## src/pme_pkg.sv

```systemverilog
`default_nettype none
package pme_pkg;

  // Fixed sizes of the region and of the result fields.
  localparam int MAX_LEN   = 4096;
  localparam int FRAC_BITS = 4;
  localparam int IDX_W     = 12;
  localparam int CNT_W     = 13;
  localparam int S0_W      = 28;
  localparam int S1_W      = 41;
  localparam int S2_W      = 53;
  localparam int ACC_W     = 56;
  localparam int NUM_W     = 46;
  localparam int DVD_W     = 60;
  localparam int DVS_W     = 28;
  localparam int SQ_W      = 32;
  localparam int ROOT_W    = 16;
  localparam int AVG_W     = 21;

  localparam logic signed [15:0] PEAK_FLOOR_RST = -16'sd15984;
  localparam logic [AVG_W-1:0]   AVG_MAX        = {AVG_W{1'b1}};

  // Status codes.
  localparam logic [1:0] ST_OK       = 2'd0;
  localparam logic [1:0] ST_ZERO_Q   = 2'd1;
  localparam logic [1:0] ST_NEG_RMS  = 2'd2;

  // Command to the shared divide and square root unit.
  typedef struct packed {
    logic             go;
    logic             is_sqrt;
    logic [DVD_W-1:0] dividend;
    logic [DVS_W-1:0] divisor;
  } ds_cmd_t;

  // Answer from the shared unit; done pulses for one cycle.
  typedef struct packed {
    logic             done;
    logic [DVD_W-1:0] value;
  } ds_rsp_t;

endpackage
`default_nettype wire

```

## src/pme_divsqrt.sv

```systemverilog
`default_nettype none
module pme_divsqrt
  import pme_pkg::*;
(
  input  wire          clk,
  input  wire          rst_n,
  input  wire ds_cmd_t cmd,
  output ds_rsp_t      rsp
);

  localparam int SUB_W = DVS_W + 2;
  localparam int CNT_DW = $clog2(DVD_W + 1);

  logic [DVS_W:0]    rem_r, rem_nxt;
  logic [DVD_W-1:0]  quo_r, quo_nxt;
  logic [ROOT_W-1:0] root_r, root_nxt;
  logic [DVS_W-1:0]  dvs_r, dvs_nxt;
  logic [CNT_DW-1:0] cnt_r, cnt_nxt;
  logic              busy_r, busy_nxt;
  logic              sqrt_r, sqrt_nxt;
  logic              done_r, done_nxt;

  logic [SUB_W-1:0]  sub_a, sub_b, diff;
  logic [DVS_W:0]    shifted;

  // One subtractor serves both the restoring divide and the square root.
  always_comb begin
    if (sqrt_r) begin
      shifted = {rem_r[DVS_W-2:0], quo_r[SQ_W-1 -: 2]};
      sub_a   = {1'b0, shifted};
      sub_b   = SUB_W'({root_r, 2'b01});
    end else begin
      shifted = {rem_r[DVS_W-1:0], quo_r[DVD_W-1]};
      sub_a   = {1'b0, shifted};
      sub_b   = {2'b00, dvs_r};
    end
    diff = sub_a - sub_b;
  end

  // Step sequencer: one quotient bit or one root bit per cycle.
  always_comb begin
    rem_nxt  = rem_r;
    quo_nxt  = quo_r;
    root_nxt = root_r;
    dvs_nxt  = dvs_r;
    cnt_nxt  = cnt_r;
    busy_nxt = busy_r;
    sqrt_nxt = sqrt_r;
    done_nxt = 1'b0;
    if (cmd.go) begin
      busy_nxt = 1'b1;
      sqrt_nxt = cmd.is_sqrt;
      rem_nxt  = '0;
      root_nxt = '0;
      quo_nxt  = cmd.dividend;
      dvs_nxt  = cmd.divisor;
      cnt_nxt  = cmd.is_sqrt ? CNT_DW'(ROOT_W) : CNT_DW'(DVD_W);
    end else if (busy_r) begin
      if (!diff[SUB_W-1]) begin
        rem_nxt = diff[DVS_W:0];
      end else begin
        rem_nxt = shifted;
      end
      if (sqrt_r) begin
        quo_nxt  = {quo_r[DVD_W-3:0], 2'b00};
        root_nxt = {root_r[ROOT_W-2:0], ~diff[SUB_W-1]};
      end else begin
        quo_nxt = {quo_r[DVD_W-2:0], ~diff[SUB_W-1]};
      end
      cnt_nxt = cnt_r - CNT_DW'(1);
      if (cnt_r == CNT_DW'(1)) begin
        busy_nxt = 1'b0;
        done_nxt = 1'b1;
      end
    end
  end

  always_ff @(posedge clk) begin
    if (!rst_n) begin
      busy_r <= 1'b0;
      done_r <= 1'b0;
      cnt_r  <= '0;
      sqrt_r <= 1'b0;
    end else begin
      busy_r <= busy_nxt;
      done_r <= done_nxt;
      cnt_r  <= cnt_nxt;
      sqrt_r <= sqrt_nxt;
    end
  end

  always_ff @(posedge clk) begin
    rem_r  <= rem_nxt;
    quo_r  <= quo_nxt;
    root_r <= root_nxt;
    dvs_r  <= dvs_nxt;
  end

  assign rsp.done  = done_r;
  assign rsp.value = sqrt_r ? DVD_W'(root_r) : quo_r;

endmodule
`default_nettype wire

```

## src/pulse_moment_extractor_core.sv

```systemverilog
`default_nettype none
// Pulse moment extractor. Samples of one region stream in over a valid/ready
// channel, and a sample is finished before the next is taken: the one shared
// multiplier forms i*q and then i*i*q as the three moment sums are updated. On
// the sample marked last the block computes the weighted mean and the RMS
// spread about the peak: four more multiplier steps and an add, two restoring
// divides and a square root in one shared bit-serial unit, and no new sample
// is taken until the result is loaded. A finished result sits in an output
// register, so the next region may start while it waits to be taken. A write
// to the peak floor applies from the next region start.
module pulse_moment_extractor_core
  import pme_pkg::*;
(
  input  wire               clk,
  input  wire               rst_n,
  input  wire               cfg_wr_en,
  input  wire signed [15:0] cfg_wr_data,
  input  wire               in_valid,
  output logic              in_ready,
  input  wire signed [15:0] in_sample,
  input  wire        [15:0] in_start_tick,
  input  wire               in_first,
  input  wire               in_last,
  output logic              out_valid,
  input  wire               out_ready,
  output logic signed [27:0] out_q_total,
  output logic signed [15:0] out_q_peak,
  output logic        [16:0] out_peak_tick,
  output logic        [20:0] out_mean_tick,
  output logic        [15:0] out_spread_tick,
  output logic        [15:0] out_region_start,
  output logic        [16:0] out_region_end,
  output logic        [12:0] out_region_size,
  output logic        [1:0]  out_status
);

  typedef enum logic [15:0] {
    S_IDLE     = 16'h0001,
    S_MUL_A    = 16'h0002,
    S_MUL_B    = 16'h0004,
    S_ACC      = 16'h0008,
    S_F_SS     = 16'h0010,
    S_F_PS1    = 16'h0020,
    S_F_PS0    = 16'h0040,
    S_F_PP     = 16'h0080,
    S_F_MSUM   = 16'h0100,
    S_AVG_GO   = 16'h0200,
    S_AVG_WAIT = 16'h0400,
    S_M_GO     = 16'h0800,
    S_M_WAIT   = 16'h1000,
    S_SQ_GO    = 16'h2000,
    S_SQ_WAIT  = 16'h4000,
    S_OUT      = 16'h8000
  } state_t;

  state_t                   state_r, state_nxt;
  logic signed [15:0]       floor_r, floor_nxt;
  logic signed [15:0]       sample_r, sample_nxt;
  logic                     last_r, last_nxt;
  logic                     en_r, en_nxt;
  logic signed [S0_W-1:0]   s0_r, s0_nxt;
  logic signed [S1_W-1:0]   s1_r, s1_nxt;
  logic signed [S2_W-1:0]   s2_r, s2_nxt;
  logic signed [15:0]       peak_r, peak_nxt;
  logic [IDX_W-1:0]         pidx_r, pidx_nxt;
  logic [CNT_W-1:0]         cnt_r, cnt_nxt;
  logic [15:0]              start_r, start_nxt;
  logic signed [ACC_W-1:0]  prod_r, prod_nxt;
  logic signed [NUM_W-1:0]  num_r, num_nxt;
  logic signed [ACC_W-1:0]  m_r, m_nxt;
  logic [AVG_W-1:0]         avg_r, avg_nxt;
  logic [ROOT_W-1:0]        rms_r, rms_nxt;
  logic [1:0]               stat_r, stat_nxt;
  logic [SQ_W-1:0]          sqop_r, sqop_nxt;

  logic                     ov_r, ov_nxt;
  logic signed [27:0]       o_qt_r, o_qt_nxt;
  logic signed [15:0]       o_qp_r, o_qp_nxt;
  logic [16:0]              o_tp_r, o_tp_nxt;
  logic [20:0]              o_ta_r, o_ta_nxt;
  logic [15:0]              o_tr_r, o_tr_nxt;
  logic [15:0]              o_rs_r, o_rs_nxt;
  logic [16:0]              o_re_r, o_re_nxt;
  logic [12:0]              o_sz_r, o_sz_nxt;
  logic [1:0]               o_st_r, o_st_nxt;

  logic [15:0]              mul_a;
  logic signed [ACC_W-1:0]  mul_b;
  logic signed [ACC_W+16:0] mul_full;
  logic [16:0]              end_tick;
  logic                     s0_zero, num_bad, m_bad;
  logic [NUM_W-2:0]         num_mag;
  logic [ACC_W-1:0]         m_mag;
  logic [DVS_W-1:0]         s0_mag;
  ds_cmd_t                  ds_cmd;
  ds_rsp_t                  ds_rsp;

  pme_divsqrt u_divsqrt (
    .clk   (clk),
    .rst_n (rst_n),
    .cmd   (ds_cmd),
    .rsp   (ds_rsp)
  );

  // Shared multiplier operand selection.
  always_comb begin
    mul_a = '0;
    mul_b = '0;
    case (state_r)
      S_MUL_A: begin
        mul_a = 16'(cnt_r[IDX_W-1:0]);
        mul_b = ACC_W'(sample_r);
      end
      S_MUL_B: begin
        mul_a = 16'(cnt_r[IDX_W-1:0]);
        mul_b = prod_r;
      end
      S_F_SS: begin
        mul_a = start_r;
        mul_b = ACC_W'(s0_r);
      end
      S_F_PS1: begin
        mul_a = 16'(pidx_r);
        mul_b = ACC_W'(s1_r);
      end
      S_F_PS0: begin
        mul_a = 16'(pidx_r);
        mul_b = ACC_W'(s0_r);
      end
      S_F_PP: begin
        mul_a = 16'(pidx_r);
        mul_b = prod_r;
      end
      default: begin
        mul_a = '0;
        mul_b = '0;
      end
    endcase
    mul_full = $signed({1'b0, mul_a}) * mul_b;
  end

  // Sign checks and magnitudes for the final divides.
  always_comb begin
    end_tick = 17'(start_r) + 17'(cnt_r);
    s0_zero  = (s0_r == '0);
    num_bad  = (num_r != '0) && (num_r[NUM_W-1] != s0_r[S0_W-1]);
    m_bad    = (m_r != '0) && (m_r[ACC_W-1] != s0_r[S0_W-1]);
    num_mag  = num_r[NUM_W-1] ? (NUM_W-1)'(-num_r) : num_r[NUM_W-2:0];
    m_mag    = m_r[ACC_W-1] ? ACC_W'(-m_r) : ACC_W'(m_r);
    s0_mag   = s0_r[S0_W-1] ? DVS_W'(-s0_r) : DVS_W'(s0_r);
  end

  // Sequencer and datapath updates.
  always_comb begin
    state_nxt  = state_r;
    floor_nxt  = floor_r;
    sample_nxt = sample_r;
    last_nxt   = last_r;
    en_nxt     = en_r;
    s0_nxt     = s0_r;
    s1_nxt     = s1_r;
    s2_nxt     = s2_r;
    peak_nxt   = peak_r;
    pidx_nxt   = pidx_r;
    cnt_nxt    = cnt_r;
    start_nxt  = start_r;
    prod_nxt   = prod_r;
    num_nxt    = num_r;
    m_nxt      = m_r;
    avg_nxt    = avg_r;
    rms_nxt    = rms_r;
    stat_nxt   = stat_r;
    sqop_nxt   = sqop_r;
    ov_nxt     = ov_r;
    o_qt_nxt   = o_qt_r;
    o_qp_nxt   = o_qp_r;
    o_tp_nxt   = o_tp_r;
    o_ta_nxt   = o_ta_r;
    o_tr_nxt   = o_tr_r;
    o_rs_nxt   = o_rs_r;
    o_re_nxt   = o_re_r;
    o_sz_nxt   = o_sz_r;
    o_st_nxt   = o_st_r;
    ds_cmd     = '0;

    if (cfg_wr_en) begin
      floor_nxt = cfg_wr_data;
    end
    if (ov_r && out_ready) begin
      ov_nxt = 1'b0;
    end

    case (state_r)
      S_IDLE: begin
        if (in_valid) begin
          sample_nxt = in_sample;
          last_nxt   = in_last;
          if (in_first) begin
            s0_nxt    = '0;
            s1_nxt    = '0;
            s2_nxt    = '0;
            peak_nxt  = floor_r;
            pidx_nxt  = '0;
            cnt_nxt   = '0;
            start_nxt = in_start_tick;
          end
          state_nxt = S_MUL_A;
        end
      end
      S_MUL_A: begin
        en_nxt   = (cnt_r < CNT_W'(MAX_LEN));
        prod_nxt = mul_full[ACC_W-1:0];
        if ((cnt_r < CNT_W'(MAX_LEN)) && (sample_r > peak_r)) begin
          peak_nxt = sample_r;
          pidx_nxt = cnt_r[IDX_W-1:0];
        end
        state_nxt = S_MUL_B;
      end
      S_MUL_B: begin
        prod_nxt = mul_full[ACC_W-1:0];
        if (en_r) begin
          s0_nxt = s0_r + S0_W'(sample_r);
          s1_nxt = s1_r + prod_r[S1_W-1:0];
        end
        state_nxt = S_ACC;
      end
      S_ACC: begin
        if (en_r) begin
          s2_nxt  = s2_r + prod_r[S2_W-1:0];
          cnt_nxt = cnt_r + CNT_W'(1);
        end
        state_nxt = last_r ? S_F_SS : S_IDLE;
      end
      S_F_SS: begin
        prod_nxt  = mul_full[ACC_W-1:0];
        stat_nxt  = ST_OK;
        avg_nxt   = '0;
        rms_nxt   = '0;
        state_nxt = S_F_PS1;
      end
      S_F_PS1: begin
        num_nxt   = prod_r[NUM_W-1:0] + NUM_W'(s1_r);
        prod_nxt  = mul_full[ACC_W-1:0];
        state_nxt = S_F_PS0;
      end
      S_F_PS0: begin
        m_nxt     = ACC_W'(s2_r) - (prod_r <<< 1);
        prod_nxt  = mul_full[ACC_W-1:0];
        state_nxt = S_F_PP;
      end
      S_F_PP: begin
        prod_nxt  = mul_full[ACC_W-1:0];
        state_nxt = S_F_MSUM;
      end
      S_F_MSUM: begin
        m_nxt     = m_r + prod_r;
        state_nxt = S_AVG_GO;
      end
      S_AVG_GO: begin
        if (s0_zero) begin
          stat_nxt  = ST_ZERO_Q;
          state_nxt = S_OUT;
        end else if (num_bad) begin
          state_nxt = S_M_GO;
        end else begin
          ds_cmd.go       = 1'b1;
          ds_cmd.dividend = DVD_W'(num_mag) << FRAC_BITS;
          ds_cmd.divisor  = s0_mag;
          state_nxt       = S_AVG_WAIT;
        end
      end
      S_AVG_WAIT: begin
        if (ds_rsp.done) begin
          avg_nxt = (ds_rsp.value > DVD_W'(AVG_MAX)) ? AVG_MAX
                                                     : ds_rsp.value[AVG_W-1:0];
          state_nxt = S_M_GO;
        end
      end
      S_M_GO: begin
        if (m_bad) begin
          stat_nxt  = ST_NEG_RMS;
          state_nxt = S_OUT;
        end else begin
          ds_cmd.go       = 1'b1;
          ds_cmd.dividend = DVD_W'(m_mag) << (2 * FRAC_BITS);
          ds_cmd.divisor  = s0_mag;
          state_nxt       = S_M_WAIT;
        end
      end
      S_M_WAIT: begin
        if (ds_rsp.done) begin
          sqop_nxt = (ds_rsp.value[DVD_W-1:SQ_W] != '0) ? {SQ_W{1'b1}}
                                                         : ds_rsp.value[SQ_W-1:0];
          state_nxt = S_SQ_GO;
        end
      end
      S_SQ_GO: begin
        ds_cmd.go       = 1'b1;
        ds_cmd.is_sqrt  = 1'b1;
        ds_cmd.dividend = DVD_W'(sqop_r);
        state_nxt       = S_SQ_WAIT;
      end
      S_SQ_WAIT: begin
        if (ds_rsp.done) begin
          rms_nxt   = ds_rsp.value[ROOT_W-1:0];
          state_nxt = S_OUT;
        end
      end
      S_OUT: begin
        // Load the result once the output register is free, then open a region.
        if (!ov_r || out_ready) begin
          ov_nxt    = 1'b1;
          o_qt_nxt  = s0_r;
          o_qp_nxt  = peak_r;
          o_tp_nxt  = 17'(start_r) + 17'(pidx_r);
          o_ta_nxt  = avg_r;
          o_tr_nxt  = rms_r;
          o_rs_nxt  = start_r;
          o_re_nxt  = end_tick;
          o_sz_nxt  = cnt_r;
          o_st_nxt  = stat_r;
          s0_nxt    = '0;
          s1_nxt    = '0;
          s2_nxt    = '0;
          peak_nxt  = floor_r;
          pidx_nxt  = '0;
          cnt_nxt   = '0;
          start_nxt = end_tick[15:0];
          state_nxt = S_IDLE;
        end
      end
      default: begin
        state_nxt = S_IDLE;
      end
    endcase
  end

  always_ff @(posedge clk) begin
    if (!rst_n) begin
      state_r <= S_IDLE;
      floor_r <= PEAK_FLOOR_RST;
      s0_r    <= '0;
      s1_r    <= '0;
      s2_r    <= '0;
      peak_r  <= PEAK_FLOOR_RST;
      pidx_r  <= '0;
      cnt_r   <= '0;
      start_r <= '0;
      ov_r    <= 1'b0;
    end else begin
      state_r <= state_nxt;
      floor_r <= floor_nxt;
      s0_r    <= s0_nxt;
      s1_r    <= s1_nxt;
      s2_r    <= s2_nxt;
      peak_r  <= peak_nxt;
      pidx_r  <= pidx_nxt;
      cnt_r   <= cnt_nxt;
      start_r <= start_nxt;
      ov_r    <= ov_nxt;
    end
  end

  always_ff @(posedge clk) begin
    sample_r <= sample_nxt;
    last_r   <= last_nxt;
    en_r     <= en_nxt;
    prod_r   <= prod_nxt;
    num_r    <= num_nxt;
    m_r      <= m_nxt;
    avg_r    <= avg_nxt;
    rms_r    <= rms_nxt;
    stat_r   <= stat_nxt;
    sqop_r   <= sqop_nxt;
    o_qt_r   <= o_qt_nxt;
    o_qp_r   <= o_qp_nxt;
    o_tp_r   <= o_tp_nxt;
    o_ta_r   <= o_ta_nxt;
    o_tr_r   <= o_tr_nxt;
    o_rs_r   <= o_rs_nxt;
    o_re_r   <= o_re_nxt;
    o_sz_r   <= o_sz_nxt;
    o_st_r   <= o_st_nxt;
  end

  assign in_ready         = (state_r == S_IDLE);
  assign out_valid        = ov_r;
  assign out_q_total      = o_qt_r;
  assign out_q_peak       = o_qp_r;
  assign out_peak_tick    = o_tp_r;
  assign out_mean_tick    = o_ta_r;
  assign out_spread_tick  = o_tr_r;
  assign out_region_start = o_rs_r;
  assign out_region_end   = o_re_r;
  assign out_region_size  = o_sz_r;
  assign out_status       = o_st_r;

endmodule
`default_nettype wire
```

## config.mk

```make
export PLATFORM = sky130hd
export DESIGN_NAME = pulse_moment_extractor_core
export DESIGN_NICKNAME = d
export VERILOG_FILES = /design/src/pme_pkg.sv /design/src/pme_divsqrt.sv /design/src/pulse_moment_extractor_core.sv
export SDC_FILE = /design/constraint.sdc
export NUM_CORES = 2
export LEC_CHECK = 0
export BUFFER_PORTS_ARGS = -buffer_cell sky130_fd_sc_hd__clkbuf_2
export CORE_MARGIN = 2
export CORE_UTILIZATION = 31
export DETAILED_ROUTE_END_ITERATION = 7
export PLACE_DENSITY = 0.55
export SLEW_MARGIN = 20
export SYNTH_ARGS = -nofsm -noshare
export SYNTH_HDL_FRONTEND = slang
export SYNTH_SLANG_ARGS = --single-unit
export TNS_END_PERCENT = 5
```

## constraint.sdc

```tcl
create_clock -name clk -period 24.9 [get_ports clk]
set_input_delay 4.98 -clock clk [delete_from_list [all_inputs] [get_ports clk]]
set_output_delay 4.98 -clock clk [all_outputs]
set_load 0.1 [all_outputs]
```

After elaboration in Yosys (flattened, before gate mapping). Index checks and enable logic that the tools add are counted.

Flip-flop bits (word level): 746. Word-level logic and storage cells: 211. Output and inout bits: 148. Bits of input ports: 55.

Bitwise logic cells: 3. $add $sub $neg: 14. $lt $le $gt $ge: 3. Muxes and demuxes: 86. Eq/ne operators: 30. $mul: 1. Reductions and logical operators: 37.

Operator list (number): 16-bit case mux with 16 select lines (1); 16-bit 2-to-1 mux (15); 60-bit 2-to-1 mux (4); 28-bit 2-to-1 mux (8); 56-bit case mux with 4 select lines (1); 53-bit 2-to-1 mux (4); 60-bit case mux with 3 select lines (1); 41-bit 2-to-1 mux (4); 53-bit case mux with 3 select lines (1); 77-bit 2-to-1 mux (2); 41-bit case mux with 3 select lines (1); 56-bit case mux with 2 select lines (1); 16-bit case mux with 3 select lines (2); 88-bit 2-to-1 mux (1); 28-bit case mux with 3 select lines (1); 16-bit case mux with 2 select lines (2); 60-bit by 21-bit > comparator with 1-bit output, second input constant (1); 12-bit 2-to-1 mux (5); 56-bit adder (1); 17-bit by 56-bit multiplier with 56-bit output (1); 28-bit case mux with 2 select lines (1); 56-bit nonzero test (1); 53-bit by 56-bit subtractor with 56-bit output (1); 53-bit adder (1); other kinds (63) (113).

Depth between registers and ports, before layout.
Word-level depth: 6. Gate-level depth with buffers: 34.

Cells and area by module. A second synthesis with hierarchy kept.

Cell total of the unflattened synthesis: 7728. Area total of the unflattened synthesis: 70149.8 um^2.

By module, submodules not included: pulse_moment_extractor_core (area each 61898.1 um^2, times used 1, sequential area each 16045.4 um^2, cells an instance 6870); pme_divsqrt (area each 8251.7 um^2, times used 1, sequential area each 3703.6 um^2, cells an instance 858).

Least setup slack after synthesis. No wires, ideal clock.

Path kind: input-to-reg. From: input port out_ready. To: register o_ta_r[0] (netlist: out_mean_tick[0]) (enable). Data arrival time: 11111 ps. Path slack: 13135 ps. Path buffers: 0. Stages: 2. Path through: nor2b_1 > nor2_1.

Cells in the longest elaborated chain, start to end: 2.

RTL lines: start: declaration (RTL line pulse_moment_extractor_core.sv:25) `input wire out_ready,`; 1-bit logical OR (RTL line pulse_moment_extractor_core.sv:311) `if (!ov_r || out_ready) begin`; 2-bit AND reduction (no line); end signal: assignment (RTL line pulse_moment_extractor_core.sv:378) `o_ta_r <= o_ta_nxt;`; end: declaration (RTL line pulse_moment_extractor_core.sv:80) `logic [20:0] o_ta_r, o_ta_nxt;`.

No other way between the ends. A chain may end at the register's enable or synchronous reset.

Worst setup path after layout.
From: register state_r[12]. To: register prod_r[52] (data pin).

Cells in the longest elaborated chain, start to end: 4.

RTL lines: start: declaration (RTL line pulse_moment_extractor_core.sv:56) `state_t state_r, state_nxt;`; start signal: assignment (RTL line pulse_moment_extractor_core.sv:351) `state_r <= state_nxt;`; 16-bit by 8-bit equality test with 1-bit output, or another cell as far along (RTL line pulse_moment_extractor_core.sv:109) `case (state_r)`; 3-bit OR reduction (no line) or 2-bit OR reduction (tied branches); 16-bit case mux with 3 select lines or 56-bit case mux with 4 select lines (tied branches) (RTL line pulse_moment_extractor_core.sv:109); 17-bit by 56-bit multiplier with 56-bit output (*) (RTL line pulse_moment_extractor_core.sv:139) `mul_full = $signed({1'b0, mul_a}) * mul_b;`; named net mul_full[52] (RTL line pulse_moment_extractor_core.sv:89) `logic signed [ACC_W+16:0] mul_full;`; end signal: assignment (RTL line pulse_moment_extractor_core.sv:368) `prod_r <= prod_nxt;`; end: declaration (RTL line pulse_moment_extractor_core.sv:68) `logic signed [ACC_W-1:0] prod_r, prod_nxt;`.

The timed path passes the listed nets; every way through them passes the cells marked *.

==> impl_metrics.toml <==
[run]
cap_violations = 0

[power]
powerDensity_mw_per_mm2 = 44.7
peakVddDrop_v = 0.0000526
total_power_mw = 3.46
leakagePower_nw = 33.0

[clock_tree]
cts_tree = "yes"
clockBufferDepth = 3
path_clk_slew_ps = 60
postCtsResizedCells = 0
clk_latency_ps = 750
cts_sinks = 746
cts-root-buf = "clkbuf_16"
cts_inserted_buffers = 89
holdBufCountCts = 0
h-tree-depth = 3
postCtsSetupBuffers = 0

[floorplanning]
io_pins = 203
initial_core_util_pct = 31.1
die_h_um = 479
dieArea_mm2 = 0.229
core_mm2 = 0.224
die_w_um = 479
placementRows = 174

[critical_path]
endpoint_kind = "flip-flop"
crit_top_cell = "fa_1"
required_ps = 25360
crit_type = "reg -> reg"
cp_top_family = "adder cells"
critPathLaunchType = "flip-flop"
worstPathMaxFanout = 75
cp_slowest_cell = "a221o_1"
slowest_delay_ps = 640
worst-path-buf-inv = 4
worstPathArrival_ps = 11070

[routing]
drtPass1Iterations = 6
wire_per_inst_um = 21.6
num_vias = 57600
vias_per_cell = 5.30
drt-initial-drc-count = 5072
drt-total-wl_um = 235000
drtAntennaViolNets = 0
drc = 0

[grt]
grt_pass1_vias = 57100
grt_first_pass_wirelength_um = 356000
grt_util_all_layers_pct = 20.2
grt_overflow_total = 0
grt_max_degree = 85
antenna_found_initial = 14

[place]
place.gp.congestion = 0.909
hpwl_um = 183000
io_buffers = 202

[yosys]
synth_top_cell_area_share_pct = 20.7
synth_top_flop_cell = "edfxtp_1"
synth_seq_cells = 746
synth-async-reset-ratio_pct = 0
synth_area_per_cell_um2 = 9.07
syn-num-nets = 8841
synthDistinctLibCells = 99
syn-instance-count = 7700
ys_warn_count = 0
netlist.top_cell.by_area = "edfxtp_1"
yosysSeqAreaShare_pct = 28.3
syn-cell-area_mm2 = 0.0698
synth-edff-count = 481
synthTopCellsByArea = "edfxtp_1 (21%), fa_1 (19%), ha_1 (7.8%)"

[sta]
relSlewSlack_pct = 18.8
period_needed_ps = 10600
max_freq_mhz = 94.3
max_slew.worst_pin.slew_ps = 1210
rsz0062_at_grt = "false"
fin_tns_setup_ps = 0
slew_viol_final = 0
fin_hold_ws_ps = 417
hold_violations = 0
period_share_pct = 42.6
skew_ps = 77.9
setup-violations-final = 0

[min_path]
hold_path_class = "reg -> reg"

[layout]
register_area_mm2 = 0.0198
final_cell_mix = "inv_1 (968), nand2_1 (784), nor2_1 (775), fa_1 (648), a21oi_1 (503)"
multiInputGateArea_mm2 = 0.0453
fillers = 23000
layout.nets = 8929
final_common_cell = "inv_1"
drive_above_1_share_pct = 7.57
syn2layout_area_growth_pct = 10.9

[run_status]
status = "complete, no violations"
[sequential cells by signal (all words and copies together), names as in the netlist, 32 cells and up]
| signal | count |
|---|---|
| prod_r | 56 |
| s2_r | 53 |
| m_r | 56 |
| num_r | 46 |
| u_divsqrt.quo_r | 60 |
| s1_r | 41 |
| sqop_r | 32 |
[stage by stage]
| stage | cells | util (%) | worst slack [ps] | cell area, um2 |
|---|---|---|---|---|
| global route | 10900 | 34.5 | 13740 | 77500 |
| CTS | 10900 | 34.5 | 14400 | 77500 |
| finish | 10900 | 34.5 | 14300 | 77500 |
| floorplan | 7700 | - | 13140 | 69800 |
| global placement | 10700 | 33.1 | 14540 | 74400 |
| detailed placement | 10700 | 33.2 | 14430 | 74400 |
[worst register-to-register path, delay by kind of cell, from the launching register on]
family,cells,cell delay (ps)
AO/OA/AOI/OAI,10,3500
adder cells (fa/ha/maj),7,3510
buffers and inverters,4,760
flip-flops,1,410
AND/OR/NAND/NOR,7,2160
[Yosys cell counts, types with 19 or more instances]
master    instances
o41ai_1          31
nor4_1           38
o211ai_1         30
xnor2_1         241
nand2_1         786
nor2b_1          72
o21a_1           44
dfxtp_1         265
a22oi_1          92
fa_1            648
a221o_1          33
inv_1           971
a221oi_1         62
ha_1            438
o22ai_1          45
or3_1            36
o21bai_1         43
and3_1           49
o21ai_0         329
mux2i_1         116
nand2b_1         78
a21oi_1         504
edfxtp_1        481
a31oi_1          33
nand3_1         136
nor2_1          778
a211oi_1         66
mux2_2           31
xor2_1          202
clkbuf_1        276
a21o_1          171
and2_1           22
or2_2            23
buf_1            33
nor3_1           92
o31ai_1          52
or4_1            21
o21ai_1          19
nand4_1          47
[path summary, 6_finish.rpt]
path,cells past startpoint,end,slack [ps],from
setup / recovery,28,prod_r[52],14300,state_r[12]
setup reg to reg,28,prod_r[52],14300,state_r[12]
hold / removal,0,out_mean_tick[4],420,avg_r[4]
hold reg to reg,0,out_mean_tick[4],420,avg_r[4]
[per-layer routing]
| metal | routed length, um | vias up | global-route usage, % |
|---|---|---|---|
| met1 | 109000 | 28800 | 29.3 |
| met3 | 18000 | 280 | 3.25 |
| met5 | 55 | - | 0 |
| li1 | - | 26500 | - |
| met2 | 102000 | 1980 | 31.2 |
| met4 | 5430 | 8 | 5.06 |
[where the power goes]
| part | switching, mW | internal [mW] | leakage, nW | total [mW] |
|---|---|---|---|---|
| logic | 0.421 | 0.216 | 24.9 | 0.637 |
| clock network | 0.587 | 0.769 | 1.46 | 1.36 |
| registers | 0.0959 | 1.37 | 6.61 | 1.47 |
| total | 1.10 | 2.36 | 33.0 | 3.46 |
[kinds of logic after synthesis]
group                    Yosys count  synth area share, %
buffers and inverters           1309                 7.15
XOR/XNOR                         444                 5.59
multiplexers                     147                 2.16
AND/OR/NAND/NOR                 2247                 14.4
adder cells (fa/ha/maj)         1086                 26.4
AO/OA/AOI/OAI                   1721                 16.0
flip-flops                       746                 28.3
[cell type report]
cell class	instances	share of cell area (%)
Antenna cell	5	0.0161
Clock buffer	115	3.11
Clock inverter	50	0.822
Inverter	973	4.72
Multi-Input combinational cell	5645	58.4
Sequential cell	746	25.5
Tap cell	2992	4.83
Timing Repair Buffer	333	2.58
Note: power is estimated with default switching activity, not from simulation.
